<file path="config.mk">
export PLATFORM = sky130hd
export DESIGN_NAME = first_fit_heap_allocator_top
export DESIGN_NICKNAME = d
export VERILOG_FILES = /design/src/design/ffha_pkg.sv /design/src/design/first_fit_heap_allocator_top.sv
export SDC_FILE = /design/constraint.sdc
export NUM_CORES = 2
export LEC_CHECK = 0
export ABC_AREA = 1
export ABC_CLOCK_PERIOD_IN_PS = 26500
export BUFFER_PORTS_ARGS = -buffer_cell sky130_fd_sc_hd__clkbuf_2
export CAP_MARGIN = 20
export CELL_PAD_IN_SITES_DETAIL_PLACEMENT = 0
export CELL_PAD_IN_SITES_GLOBAL_PLACEMENT = 1
export CORE_UTILIZATION = 50
export DETAILED_ROUTE_END_ITERATION = 8
export PLACE_DENSITY = 0.77
export SYNTH_ARGS = -nofsm -noshare
export SYNTH_HDL_FRONTEND = slang
export SYNTH_SLANG_ARGS = --single-unit
</file>
<file path="constraint.sdc">
create_clock -name aclk -period 26.5 [get_ports aclk]
set_clock_uncertainty 0.05 [all_clocks]
set_input_delay 0 -clock aclk [delete_from_list [all_inputs] [get_ports aclk]]
set_output_delay 0 -clock aclk [all_outputs]
set_load 0.1 [all_outputs]
</file>
<file path="src/design/ffha_pkg.sv">
// Shared types and constants for the first-fit heap allocator.
// No dependencies; compiled before first_fit_heap_allocator_top.
package ffha_pkg;

    // Stream payload widths
    localparam int S_TDATA_W = 32;
    localparam int S_TUSER_W = 1;
    localparam int M_TDATA_W = 16;
    localparam int M_TUSER_W = 1;

    // Field widths
    localparam int BYTES_W = 16;

    // Request kinds carried on s_tuser
    localparam logic OP_ALLOC = 1'b0;
    localparam logic OP_FREE  = 1'b1;

    // Sequencer states
    typedef enum logic [3:0] {
        ST_IDLE,
        ST_A_INIT,
        ST_A_START,
        ST_A_WALK,
        ST_A_WRB,
        ST_A_LINK,
        ST_A_WRP,
        ST_F_START,
        ST_F_WALK,
        ST_F_RDB,
        ST_F_RDN,
        ST_F_MERGE,
        ST_F_WRP,
        ST_DONE
    } state_t;

endpackage

</file>
<file path="src/design/first_fit_heap_allocator_top.sv">
// First-fit heap allocator with address-ordered free list and coalescing.
// Depends on ffha_pkg (types, widths, request kinds).
//
// Channel | Direction | Handshake          | Payload
// --------+-----------+--------------------+------------------------------------------
// s_      | in        | s_tvalid/s_tready  | tdata: request_bytes, release_offset; tuser: opcode
// m_      | out       | m_tvalid/m_tready  | tdata: block_offset; tuser: success
//
// One request at a time. Allocate: accept, fetch the head (after making the arena one free
// block on the first allocate), read one header per free-list block visited (one header read
// per cycle), split and relink, load the result. Free: accept, start, walk the free blocks
// below the freed one, read, insert and merge, load. A null or malformed free skips to load.
// Reset (aresetn low, synchronous) empties the list; header memory needs no clearing pass.
// A waiting result holds in the output register; the next request is taken meanwhile.
module first_fit_heap_allocator_top #(
    parameter int HEAP_BYTES   = 512,
    parameter int HEADER_BYTES = 4
) (
    input  logic                           aclk,
    input  logic                           aresetn,
    input  logic                           s_tvalid,
    output logic                           s_tready,
    // [15:0] request_bytes, [31:16] release_offset
    input  logic [ffha_pkg::S_TDATA_W-1:0] s_tdata,
    // [0] opcode
    input  logic [ffha_pkg::S_TUSER_W-1:0] s_tuser,
    output logic                           m_tvalid,
    input  logic                           m_tready,
    // [15:0] block_offset
    output logic [ffha_pkg::M_TDATA_W-1:0] m_tdata,
    // [0] success
    output logic [ffha_pkg::M_TUSER_W-1:0] m_tuser
);
    import ffha_pkg::*;

    localparam int WORDS    = HEAP_BYTES / 4;
    localparam int HDR_SPAN = ((HEADER_BYTES + 3) / 4) * 4;
    localparam int WI       = $clog2(WORDS + 1);
    localparam int AW       = $clog2(WORDS);

    localparam logic [WI-1:0]      NIL       = WI'(WORDS);
    localparam logic [16:0]        HDR17     = 17'(HDR_SPAN);
    localparam logic [17:0]        HDR18     = 18'(HDR_SPAN);
    localparam logic [16:0]        MIN_NEED  = 17'(HDR_SPAN + 4);
    localparam logic [17:0]        SPLIT_ADD = 18'(HDR_SPAN + 4);
    localparam logic [BYTES_W-1:0] INIT_SIZE = BYTES_W'(WORDS * 4 - HDR_SPAN);
    localparam logic [14:0]        WORDS15   = 15'(WORDS);
    localparam logic [16:0]        WORDS17   = 17'(WORDS);

    // Clamp a stored link to a valid index or null
    function automatic logic [WI-1:0] link_clamp(input logic [WI-1:0] v);
        return (v >= NIL) ? NIL : v;
    endfunction

    // Header memories: payload size and next-free link per arena word
    logic [BYTES_W-1:0] size_mem [WORDS];
    logic [WI-1:0]      link_mem [WORDS];

    logic               mem_we;
    logic               mem_re;
    logic [AW-1:0]      wr_addr;
    logic [AW-1:0]      rd_addr;
    logic [BYTES_W-1:0] wr_size;
    logic [WI-1:0]      wr_link;
    logic [BYTES_W-1:0] rd_size_reg;
    logic [WI-1:0]      rd_link_reg;

    // Control and working registers
    state_t             state_reg, state_next;
    logic               started_reg, started_next;
    logic [WI-1:0]      head_reg, head_next;
    logic [WI-1:0]      cur_reg, cur_next;
    logic [WI-1:0]      prev_reg, prev_next;
    logic [WI-1:0]      blk_reg, blk_next;
    logic [WI-1:0]      steps_reg, steps_next;
    logic [WI-1:0]      nxt_reg, nxt_next;
    logic [WI-1:0]      blink_reg, blink_next;
    logic [16:0]        need_reg, need_next;
    logic               split_reg, split_next;
    logic [BYTES_W-1:0] psize_reg, psize_next;
    logic [BYTES_W-1:0] bsize_reg, bsize_next;
    logic [BYTES_W-1:0] nbsize_reg, nbsize_next;
    logic [WI-1:0]      nblink_reg, nblink_next;
    logic [BYTES_W-1:0] res_off_reg, res_off_next;
    logic               res_ok_reg, res_ok_next;
    logic               m_valid_reg, m_valid_next;
    logic [BYTES_W-1:0] m_off_reg, m_off_next;
    logic               m_ok_reg, m_ok_next;

    // Request decode
    logic               s_fire;
    logic [BYTES_W-1:0] s_req;
    logic [BYTES_W-1:0] s_off;
    logic [16:0]        need_rnd;
    logic [16:0]        need_c;
    logic [16:0]        off_diff;
    logic               fr_null;
    logic               fr_bad;
    logic [WI-1:0]      fr_idx;

    // Walk and merge datapath
    logic [WI-1:0]      rd_link_c;
    logic [WI-1:0]      steps_inc;
    logic               fit;
    logic               split;
    logic [16:0]        r_idx;
    logic               do_split;
    logic [BYTES_W-1:0] rsize;
    logic               a_more;
    logic               f_more;
    logic               f_start_go;
    logic               fwd;
    logic               bwd;
    logic               out_free;

    assign s_tready = (state_reg == ST_IDLE);
    assign s_fire   = s_tvalid && s_tready;
    assign s_req    = s_tdata[15:0];
    assign s_off    = s_tdata[31:16];

    assign m_tvalid = m_valid_reg;
    assign m_tdata  = m_off_reg;
    assign m_tuser  = m_ok_reg;
    assign out_free = !m_valid_reg || m_tready;

    // Round the allocate size up to a word, with a floor of header plus one word
    assign need_rnd = (17'(s_req) + 17'd3) & ~17'd3;
    assign need_c   = (need_rnd < MIN_NEED) ? MIN_NEED : need_rnd;

    // Validate the free offset
    assign off_diff = 17'(s_off) - HDR17;
    assign fr_null  = (s_off == '0);
    assign fr_bad   = !started_reg || (17'(s_off) < HDR17) || (s_off[1:0] != 2'b00) ||
                      (off_diff[16:2] >= WORDS15);
    assign fr_idx   = WI'(off_diff[16:2]);

    // Examine the header just read
    assign rd_link_c  = link_clamp(rd_link_reg);
    assign steps_inc  = WI'(steps_reg + 1'b1);
    assign fit        = (17'(rd_size_reg) >= need_reg);
    assign split      = (18'(rd_size_reg) >= (18'(need_reg) + SPLIT_ADD));
    assign r_idx      = 17'(cur_reg) + 17'((17'(need_reg) + HDR17) >> 2);
    assign do_split   = split && (r_idx < WORDS17);
    assign rsize      = BYTES_W'(17'(rd_size_reg) - need_reg - HDR17);
    assign a_more     = (rd_link_c != NIL) && (steps_inc < NIL);
    assign f_more     = (rd_link_c != NIL) && (rd_link_c < blk_reg) && (steps_inc < NIL);
    assign f_start_go = (head_reg != NIL) && (head_reg < blk_reg);

    // Merge tests: block end touches the next block, previous block end touches this one
    assign fwd = (cur_reg != NIL) &&
                 ((18'({blk_reg, 2'b00}) + HDR18 + 18'(bsize_reg)) == 18'({cur_reg, 2'b00}));
    assign bwd = ((18'({prev_reg, 2'b00}) + HDR18 + 18'(psize_reg)) ==
                  18'({blk_reg, 2'b00}));

    // Header memories with registered read outputs
    always_ff @(posedge aclk) begin
        if (mem_we) begin
            size_mem[wr_addr] <= wr_size;
            link_mem[wr_addr] <= wr_link;
        end
        if (mem_re) begin
            rd_size_reg <= size_mem[rd_addr];
            rd_link_reg <= link_mem[rd_addr];
        end
    end

    // Next state
    always_comb begin
        state_next = state_reg;
        case (state_reg)
            ST_IDLE: begin
                if (s_fire) begin
                    if (s_tuser[0] == OP_ALLOC) begin
                        state_next = started_reg ? ST_A_START : ST_A_INIT;
                    end else if (fr_null || fr_bad) begin
                        state_next = ST_DONE;
                    end else begin
                        state_next = ST_F_START;
                    end
                end
            end
            ST_A_INIT:  state_next = ST_A_START;
            ST_A_START: state_next = (head_reg != NIL) ? ST_A_WALK : ST_DONE;
            ST_A_WALK: begin
                if (fit) begin
                    state_next = ST_A_WRB;
                end else if (!a_more) begin
                    state_next = ST_DONE;
                end
            end
            ST_A_WRB:   state_next = ST_A_LINK;
            ST_A_LINK:  state_next = (prev_reg == NIL) ? ST_DONE : ST_A_WRP;
            ST_A_WRP:   state_next = ST_DONE;
            ST_F_START: state_next = f_start_go ? ST_F_WALK : ST_F_RDB;
            ST_F_WALK:  state_next = f_more ? ST_F_WALK : ST_F_RDB;
            ST_F_RDB:   state_next = ST_F_RDN;
            ST_F_RDN:   state_next = ST_F_MERGE;
            ST_F_MERGE: state_next = ST_F_WRP;
            ST_F_WRP:   state_next = ST_DONE;
            ST_DONE:    state_next = out_free ? ST_IDLE : ST_DONE;
            default:    state_next = ST_IDLE;
        endcase
    end

    // Datapath, memory control and result register
    always_comb begin
        started_next = started_reg;
        head_next    = head_reg;
        cur_next     = cur_reg;
        prev_next    = prev_reg;
        blk_next     = blk_reg;
        steps_next   = steps_reg;
        nxt_next     = nxt_reg;
        blink_next   = blink_reg;
        need_next    = need_reg;
        split_next   = split_reg;
        psize_next   = psize_reg;
        bsize_next   = bsize_reg;
        nbsize_next  = nbsize_reg;
        nblink_next  = nblink_reg;
        res_off_next = res_off_reg;
        res_ok_next  = res_ok_reg;
        m_valid_next = m_valid_reg && !m_tready;
        m_off_next   = m_off_reg;
        m_ok_next    = m_ok_reg;
        mem_we       = 1'b0;
        mem_re       = 1'b0;
        wr_addr      = '0;
        rd_addr      = '0;
        wr_size      = '0;
        wr_link      = '0;

        case (state_reg)
            // Take a request and settle the trivial answers
            ST_IDLE: begin
                if (s_fire) begin
                    need_next    = need_c;
                    prev_next    = NIL;
                    cur_next     = head_reg;
                    steps_next   = '0;
                    blk_next     = fr_idx;
                    res_off_next = '0;
                    res_ok_next  = (s_tuser[0] == OP_FREE) && fr_null;
                end
            end
            // Make the whole arena one free block
            ST_A_INIT: begin
                mem_we       = 1'b1;
                wr_addr      = '0;
                wr_size      = INIT_SIZE;
                wr_link      = NIL;
                started_next = 1'b1;
                head_next    = '0;
            end
            // Fetch the list head
            ST_A_START: begin
                cur_next = head_reg;
                if (head_reg != NIL) begin
                    mem_re  = 1'b1;
                    rd_addr = head_reg[AW-1:0];
                end
            end
            // First fit: split off the tail or advance to the next free block
            ST_A_WALK: begin
                if (fit) begin
                    blk_next     = cur_reg;
                    blink_next   = rd_link_reg;
                    split_next   = do_split;
                    nxt_next     = do_split ? r_idx[WI-1:0] : rd_link_c;
                    res_off_next = BYTES_W'(17'({cur_reg, 2'b00}) + HDR17);
                    res_ok_next  = 1'b1;
                    if (do_split) begin
                        mem_we  = 1'b1;
                        wr_addr = r_idx[AW-1:0];
                        wr_size = rsize;
                        wr_link = rd_link_c;
                    end
                end else begin
                    prev_next  = cur_reg;
                    cur_next   = rd_link_c;
                    steps_next = steps_inc;
                    if (a_more) begin
                        mem_re  = 1'b1;
                        rd_addr = rd_link_c[AW-1:0];
                    end
                end
            end
            // Shrink the allocated block when split
            ST_A_WRB: begin
                if (split_reg) begin
                    mem_we  = 1'b1;
                    wr_addr = blk_reg[AW-1:0];
                    wr_size = need_reg[BYTES_W-1:0];
                    wr_link = blink_reg;
                end
            end
            // Unlink: move the head or read the previous header
            ST_A_LINK: begin
                if (prev_reg == NIL) begin
                    head_next = nxt_reg;
                end else begin
                    mem_re  = 1'b1;
                    rd_addr = prev_reg[AW-1:0];
                end
            end
            ST_A_WRP: begin
                mem_we  = 1'b1;
                wr_addr = prev_reg[AW-1:0];
                wr_size = rd_size_reg;
                wr_link = nxt_reg;
            end
            // Find the insertion point in address order
            ST_F_START: begin
                if (f_start_go) begin
                    mem_re  = 1'b1;
                    rd_addr = head_reg[AW-1:0];
                end
            end
            ST_F_WALK: begin
                prev_next  = cur_reg;
                psize_next = rd_size_reg;
                cur_next   = rd_link_c;
                steps_next = steps_inc;
                if (f_more) begin
                    mem_re  = 1'b1;
                    rd_addr = rd_link_c[AW-1:0];
                end
            end
            ST_F_RDB: begin
                mem_re  = 1'b1;
                rd_addr = blk_reg[AW-1:0];
            end
            ST_F_RDN: begin
                bsize_next = rd_size_reg;
                if (cur_reg != NIL) begin
                    mem_re  = 1'b1;
                    rd_addr = cur_reg[AW-1:0];
                end
            end
            // Link the block to its successor, absorbing the successor if adjacent
            ST_F_MERGE: begin
                nbsize_next = fwd ? BYTES_W'(17'(bsize_reg) + HDR17 + 17'(rd_size_reg))
                                  : bsize_reg;
                nblink_next = fwd ? rd_link_c : cur_reg;
                mem_we      = 1'b1;
                wr_addr     = blk_reg[AW-1:0];
                wr_size     = nbsize_next;
                wr_link     = nblink_next;
            end
            // Link the predecessor to the block, absorbing the block if adjacent
            ST_F_WRP: begin
                res_off_next = '0;
                res_ok_next  = 1'b1;
                if (prev_reg == NIL) begin
                    head_next = blk_reg;
                end else begin
                    mem_we  = 1'b1;
                    wr_addr = prev_reg[AW-1:0];
                    wr_size = bwd ? BYTES_W'(17'(psize_reg) + HDR17 + 17'(nbsize_reg))
                                  : psize_reg;
                    wr_link = bwd ? link_clamp(nblink_reg) : blk_reg;
                end
            end
            // Hand the result to the output register once it is free
            ST_DONE: begin
                if (out_free) begin
                    m_valid_next = 1'b1;
                    m_off_next   = res_off_reg;
                    m_ok_next    = res_ok_reg;
                end
            end
            default: begin
                m_valid_next = m_valid_reg && !m_tready;
            end
        endcase
    end

    // Control registers
    always_ff @(posedge aclk) begin
        if (!aresetn) begin
            state_reg   <= ST_IDLE;
            started_reg <= 1'b0;
            head_reg    <= NIL;
            m_valid_reg <= 1'b0;
        end else begin
            state_reg   <= state_next;
            started_reg <= started_next;
            head_reg    <= head_next;
            m_valid_reg <= m_valid_next;
        end
    end

    // Working and payload registers
    always_ff @(posedge aclk) begin
        cur_reg     <= cur_next;
        prev_reg    <= prev_next;
        blk_reg     <= blk_next;
        steps_reg   <= steps_next;
        nxt_reg     <= nxt_next;
        blink_reg   <= blink_next;
        need_reg    <= need_next;
        split_reg   <= split_next;
        psize_reg   <= psize_next;
        bsize_reg   <= bsize_next;
        nbsize_reg  <= nbsize_next;
        nblink_reg  <= nblink_next;
        res_off_reg <= res_off_next;
        res_ok_reg  <= res_ok_next;
        m_off_reg   <= m_off_next;
        m_ok_reg    <= m_ok_next;
    end

endmodule
</file>
# Yosys cells after proc, flatten, opt, wreduce, memory -nomap -nowiden
# Memories as Yosys holds them, arrays and structs flattened. A register that Yosys moved wholly into a read port is not among the register bits.
# Index checks and enable logic that the tools add are counted.
[totals] register_bits=170 output_inout_bits=19 elab_cells=190 mem_count=2 ramBits=3072 inputBits=37
[op_classes] n_mux=78 n_eq_ne=25 magnitude_cmp=11 reduce_logical=36 addsub=17
[memory_table] name="size_mem" words=128 word_bits=16 read_ports=1 rd_clocked_by_memory_dff=1 wr=1 line="first_fit_heap_allocator_top.sv:56" rtl="logic [BYTES_W-1:0] size_mem [WORDS];"
[memory_table] name="link_mem" words=128 word_bits=8 read_ports=1 rd_clocked_by_memory_dff=1 wr=1 line="first_fit_heap_allocator_top.sv:57" rtl="logic [WI-1:0] link_mem [WORDS];"
[op_table] cell="$mux W8" n=19
[op_table] cell="$mux W16" n=8
[op_table] cell="$pmux W16 S6" n=1
[op_table] cell="$pmux W8 S3" n=3
[op_table] cell="$mux W7" n=10
[op_table] cell="$pmux W4 S13" n=1
[op_table] cell="$pmux W7 S7" n=1
[op_table] cell="$pmux W16 S3" n=1
[op_table] cell="$pmux W8 S6" n=1
[op_table] cell="$pmux W7 S5" n=1
[op_table] cell="$add A11 B16 Y17" n=2
[op_table] cell="$eq A17 B10 Y1" n=2
[op_table] cell="$add A10 B3 Y11 const B" n=3
[op_table] cell="$add A16 B16 Y16" n=2
[op_table] cell="$add A16 B3 Y16 const B" n=2
[op_table] cell="$mux W4" n=8
[op_table] cell="$pmux W8 S4" n=1
[op_table] cell="$eq A4 B4 Y1 const B" n=6
[op_table] cell="$ne A8 B8 Y1 const B" n=3
[op_table] cell="$add A17 B4 Y18 const B" n=1
[op_table] cell="$ge A16 B18 Y1" n=1
[op_table] cell="$mux W1" n=18
[op_table] cell="$add A16 B2 Y17 const B" n=1
[op_table] cell="$add A17 B3 Y17 const B" n=1
[op_table] cell="37 further kinds" n=70

# Longest topological paths before layout
[depth] ltp_word=9 ltp_mapped=28 depth_no_buf=27

# Worst setup path after synthesis
# No wires, ideal clock.
[synth_path] kind="register to register" start="register blk_reg[0]" end="memory link_mem[0][3] (netlist name), data pin" path_slack_ns=17.091 arrival_ns=8.162 required_time_ns=25.253 stages_incl_launch_ff=23 n_path_buf=1 cell_sequence="edfxtp_1 -> inv_1 -> ha_1 -> inv_1 -> ha_1 -> inv_1 -> fa_1 -> or2_2 -> nand2_1 -> nand2_1 -> nand2_1 -> nand2_1 -> nand2_1 -> nand2_1 -> nand2_1 -> xor2_1 -> o22ai_1 -> nor3_1 -> nand2_1 -> clkbuf_1 -> nand2_1 -> nand2_1 -> o21ai_0"
[synth_via] elab_chain_len=6
[synth_lines] item="start: declaration" line="first_fit_heap_allocator_top.sv:74" rtl="logic [WI-1:0] blk_reg, blk_next;"
[synth_lines] item="start signal: assignment" line="first_fit_heap_allocator_top.sv:397" rtl="blk_reg <= blk_next;"
[synth_lines] item="$add A10 B3 Y11" line="first_fit_heap_allocator_top.sv:151" rtl="((18'({blk_reg, 2'b00}) + HDR18 + 18'(bsize_reg)) == 18'({cur_reg, 2'b00}));"
[synth_lines] item="$add A11 B16 Y17" line="first_fit_heap_allocator_top.sv:151"
[synth_lines] item="$eq A17 B10 Y1" line="first_fit_heap_allocator_top.sv:151"
[synth_lines] item="$logic_and A1 B1 Y1" line="first_fit_heap_allocator_top.sv:150" rtl="assign fwd = (cur_reg != NIL) &&"
[synth_lines] item="$mux W8" line="first_fit_heap_allocator_top.sv:344" rtl="nblink_next = fwd ? rd_link_c : cur_reg;"
[synth_lines] item="$pmux W8 S6 *" line="first_fit_heap_allocator_top.sv:233" rtl="case (state_reg)"
[synth_lines] item="named net wr_link[3]" line="first_fit_heap_allocator_top.sv:64" rtl="logic [WI-1:0] wr_link;"
[synth_lines] item="end: declaration" line="first_fit_heap_allocator_top.sv:57"
# Mark *: on every way through the listed nets, which the timed path passes. The rest lies on a longest branch.

# Worst setup path after layout
[layout_path] start="register rd_size_reg[6] (read register of size_mem)" end="register rd_size_reg[15] (read register of size_mem), data pin"
[layout_via] elab_chain_len=3
[layout_lines] item="start: declaration" line="first_fit_heap_allocator_top.sv:65" rtl="logic [BYTES_W-1:0] rd_size_reg;"
[layout_lines] item="$ge A16 B17 Y1 *" line="first_fit_heap_allocator_top.sv:140" rtl="assign fit = (17'(rd_size_reg) >= need_reg);"
[layout_lines] item="$mux W7 or $mux W1 (tied branches)" line="first_fit_heap_allocator_top.sv:265" rtl="if (fit) begin"
[layout_lines] item="$pmux W7 S7 or $pmux W1 S7 (tied branches)" line="first_fit_heap_allocator_top.sv:233"
# Mark *: on every way between the ends. The rest lies on a longest branch, timed or not.
# A chain may end at the register's enable or synchronous reset.

==> impl_results.md <==
- Status: finished, final reports clean
- Port Buffers: 48
- Hold Path Class: in -> reg
- DPL Wire Length: 263000 microns
- Hold Startpoint: s_tdata[10]
- Power Total: 16.3 mW
- Area delta synth->final: 11.0%
- Peak Freq: 104 MHz
- Clock tree buffer depth: 4
- Placed cell areas: 154000 sq um
- Reg clk slew, reported paths: 60 ps
- P per Cell Area: 98.3 nW/um^2
- Core Box Area: 297000 sq um
- Max FFs per register: 2048
- Crit Path Max Fanout: 198
- CTS root buffer: clkbuf_16
- Mapped cell area: 150000 sq um
- Final setup violation count: 0
- Die area: 301000 sq um
- Final min period: 9640 ps
- Vias per inst: 5.85
- DP Cell Count: 17500
- Hold EP: need_reg[10]
- Critical path required time: 27030 ps
- Pleak: 65.5 nW
- CP Capture Type: flip-flop
- Reg2reg start: rd_size_reg[6]
- Largest registers: size_mem: 2048 flops, link_mem: 1024 flops
- Final setup margin: 16860 ps
- GRT Overall Usage: 31.5%
- Worst IR Drop VDD: 63.4 uV
- Ys Warns: 0
- Hold slack: 64.0 ps
- Final Hold Viols: 0
- Multi-input logic area: 40500 sq um
- Setup TNS: 0 ps
- Post-CTS Setup Bufs: 0
- Starting Density: 50.3%
- Largest register by flop count: size_mem
- WP data arrival: 10160 ps
- Final core utilization: 55.9%
- Initial antenna violation count: 21
- Kind of critical path: reg -> reg
- Vias in the first global route: 101000
- Mapped Avg Cell Area: 10.7 sq um
- Main synth FF type: edfxtp_1
- Worst-margin pin slew: 1300 ps
- Site row count: 200
- Ys async rst share: 0%
- Sequential share of the synthesized area: 65.1%
- # clock sinks: 3250
- First-pass GRT wire length: 698000 microns
- Via count: 106000
- Fillers: 25000
- Post-synth EDFFs: 3236
- Number of CTS-inserted buffers: 348
- Cts repair resizes: 0
- Share of post-route cells with drive strength above 1: 7.26%
- Die X-Extent: 549 microns
- Final instance area: 166000 sq um
- RSZ-0062 raised after global routing: no
- Drt wl/cell: 26.5 microns
- # DRC: 0
- Nets: 14200
- Largest net degree at the start of global routing: 199
- Max-cap violations: 0
- Worst Reg-to-Reg Cells: 26
- Max-slew headroom: 13.1%
- Grt ovf: 0
- # H-tree levels: 5
- Storage cell area: 97500 sq um
- ANT nets after route: 0
- Die Height: 549 microns
- Cells after Synth: 14000
- Fin crit share: 36.4%
- Worst skew pair latency: 960 ps
- Dpl ws: 17300 ps
- Final Non-Filler Cells: 18200
- Final wirelength: 480000 microns
- Startpoint Class: flip-flop
- Hold path depth: 4
- FF-to-FF End: rd_size_reg[15]
- Register bit total from synthesis: 3250
- Yosys cell types: 59
- Max Slew Vio Count: 0
- Initial DRT Pass Iterations: 6
- CTS tree: built
- Ports: 56
- Placer Congestion: 0.911
- R2r setup slk: 16860 ps
- Detailed Route Iter0 Violations: 14300
==> cell type report <==
| class | instances | area share [%] |
|---|---|---|
| Multi-Input combinational cell | 7646 | 24.4 |
| Sequential cell | 3250 | 58.7 |
| Antenna cell | 6 | 0.00904 |
| Tap cell | 3939 | 2.97 |
| Inverter | 2289 | 5.19 |
| Clock inverter | 193 | 1.18 |
| Clock buffer | 434 | 5.53 |
| Timing Repair Buffer | 401 | 2.08 |
==> cell usage after synthesis (4+ instances only) <==
cell       count  area share [%]
clkinv_1       4           0.010
buf_1        104            0.26
nand3_1     3219              11
a21oi_2        4           0.023
buf_2        359             1.2
nand3_4        6           0.070
nand3b_1    1065             5.3
inv_2         17           0.043
inv_1       2268             5.7
fa_1           6           0.080
o22ai_1       11           0.046
o2111ai_1      5           0.029
nor2_4         5           0.038
or2_2         17           0.071
a21o_1         5           0.025
a211oi_1      13           0.065
a221oi_1      17            0.10
xor2_1        56            0.33
o21bai_1       8           0.040
dfxtp_1       14            0.19
o21ai_1        5           0.017
o21a_1         4           0.020
clkbuf_1     347            0.87
xnor2_1       22            0.13
a22oi_1        9           0.045
nand4_1       33            0.14
a21oi_1      100            0.33
nor4_1        10           0.042
o211ai_1      10           0.050
nand2_2       16           0.067
nand2_1     2364             5.9
ha_1         173             1.4
nor3_1        28           0.094
edfxtp_1    3236              65
buf_4         35            0.18
a31oi_1        8           0.033
nor2_2         6           0.025
nor2_1       294            0.74
o21ai_0       91            0.30
==> report_power, final <==
part / switching, mW / total, mW / internal [mW]
Clock: 2.06 / 4.84 / 2.78
Combinational: 3.83 / 4.91 / 1.08
Sequential: 0.171 / 6.59 / 6.42
Total: 6.06 / 16.3 / 10.3
==> worst max-delay path: stages (launching register included) <==
cell      delay (ps)
edfxtp_1         730
inv_1            100
ha_1             350
nand2_1          110
nor2_1            60
inv_1             50
nor2_1            50
nand2_1           60
nand3_1           90
nor2_1           460
nand3_1          360
nand2_2          390
nand2_8          470
nand2_8          750
buf_12           580
buf_12           610
buf_4            740
buf_4            860
nand2_1          130
nand3_1          110
nand3_1          100
nand3_1          140
nand3_1          170
nand3_1          160
nand2_1           70
nand2_1           90
nand2_1          260
==> cells in the final DEF (no fill, tap or decap), types with 13 or more instances in the layout <==
cell type / netlist / routed
edfxtp_1: 3236 / 3236
nand3_1: 3219 / 3213
nand2_1: 2364 / 2357
inv_1: 2268 / 2266
nand3b_1: 1065 / 1065
clkbuf_16: 0 / 355
buf_4: 35 / 254
ha_1: 173 / 173
nor2_1: 294 / 162
nor2_2: 6 / 125
a21oi_1: 100 / 98
clkinv_1: 4 / 89
o21ai_0: 91 / 88
clkbuf_1: 347 / 79
dlygate4sd3_1: 0 / 70
xor2_1: 56 / 56
clkbuf_2: 0 / 48
clkinv_2: 0 / 47
nand4_1: 33 / 33
bufinv_16: 0 / 33
nor3_1: 28 / 27
buf_12: 0 / 25
xnor2_1: 22 / 22
nor2_4: 5 / 18
or2_2: 17 / 17
a221oi_1: 17 / 17
inv_2: 17 / 15
dfxtp_1: 14 / 14
nand2_2: 16 / 13
a211oi_1: 13 / 13
==> metal layers <==
| metal | share of wire (%) | vias up | GRT usage [%] |
|---|---|---|---|
| met1 | 41 | 52300 | 44.4 |
| met2 | 45 | 5548 | 49.0 |
| li1 | - | 47500 | - |
| met3 | 9.6 | 863 | 4.94 |
| met5 | 0.0056 | - | 0 |
| met4 | 4.2 | 4 | 12.3 |
==> how the worst max path moves through the flow <==
stage                         startpoint              end  cells after the start
after floorplan               blk_reg[0]   link_mem[0][3]                     22
after global placement    rd_size_reg[4]  rd_size_reg[10]                     26
after detailed placement  rd_size_reg[6]  rd_size_reg[15]                     26
after CTS                 rd_size_reg[6]  rd_size_reg[15]                     26
after global routing      rd_size_reg[6]   rd_size_reg[5]                     26
final                     rd_size_reg[6]  rd_size_reg[15]                     26
==> timing repair <==
action                                  in CTS  in global routing
hold buffers                                70                  0
endpoints found under the setup margin       0                  0
endpoints found under the hold margin       95                  0
==> cell families (layout without fill, tap and decap cells) <==
group | count (synthesis) | count (layout) | share of synthesized area, %
compound gates | 304 | 304 | 1.21
simple gates | 7078 | 7078 | 23.4
other cells | 1 | 13 | 0.00251
buf+inv | 3135 | 3317 | 8.26
fa+ha+maj | 179 | 179 | 1.53
flops | 3250 | 3250 | 65.1
xor+xnor | 78 | 78 | 0.457
No activity file was read; power rests on OpenSTA's default activity.
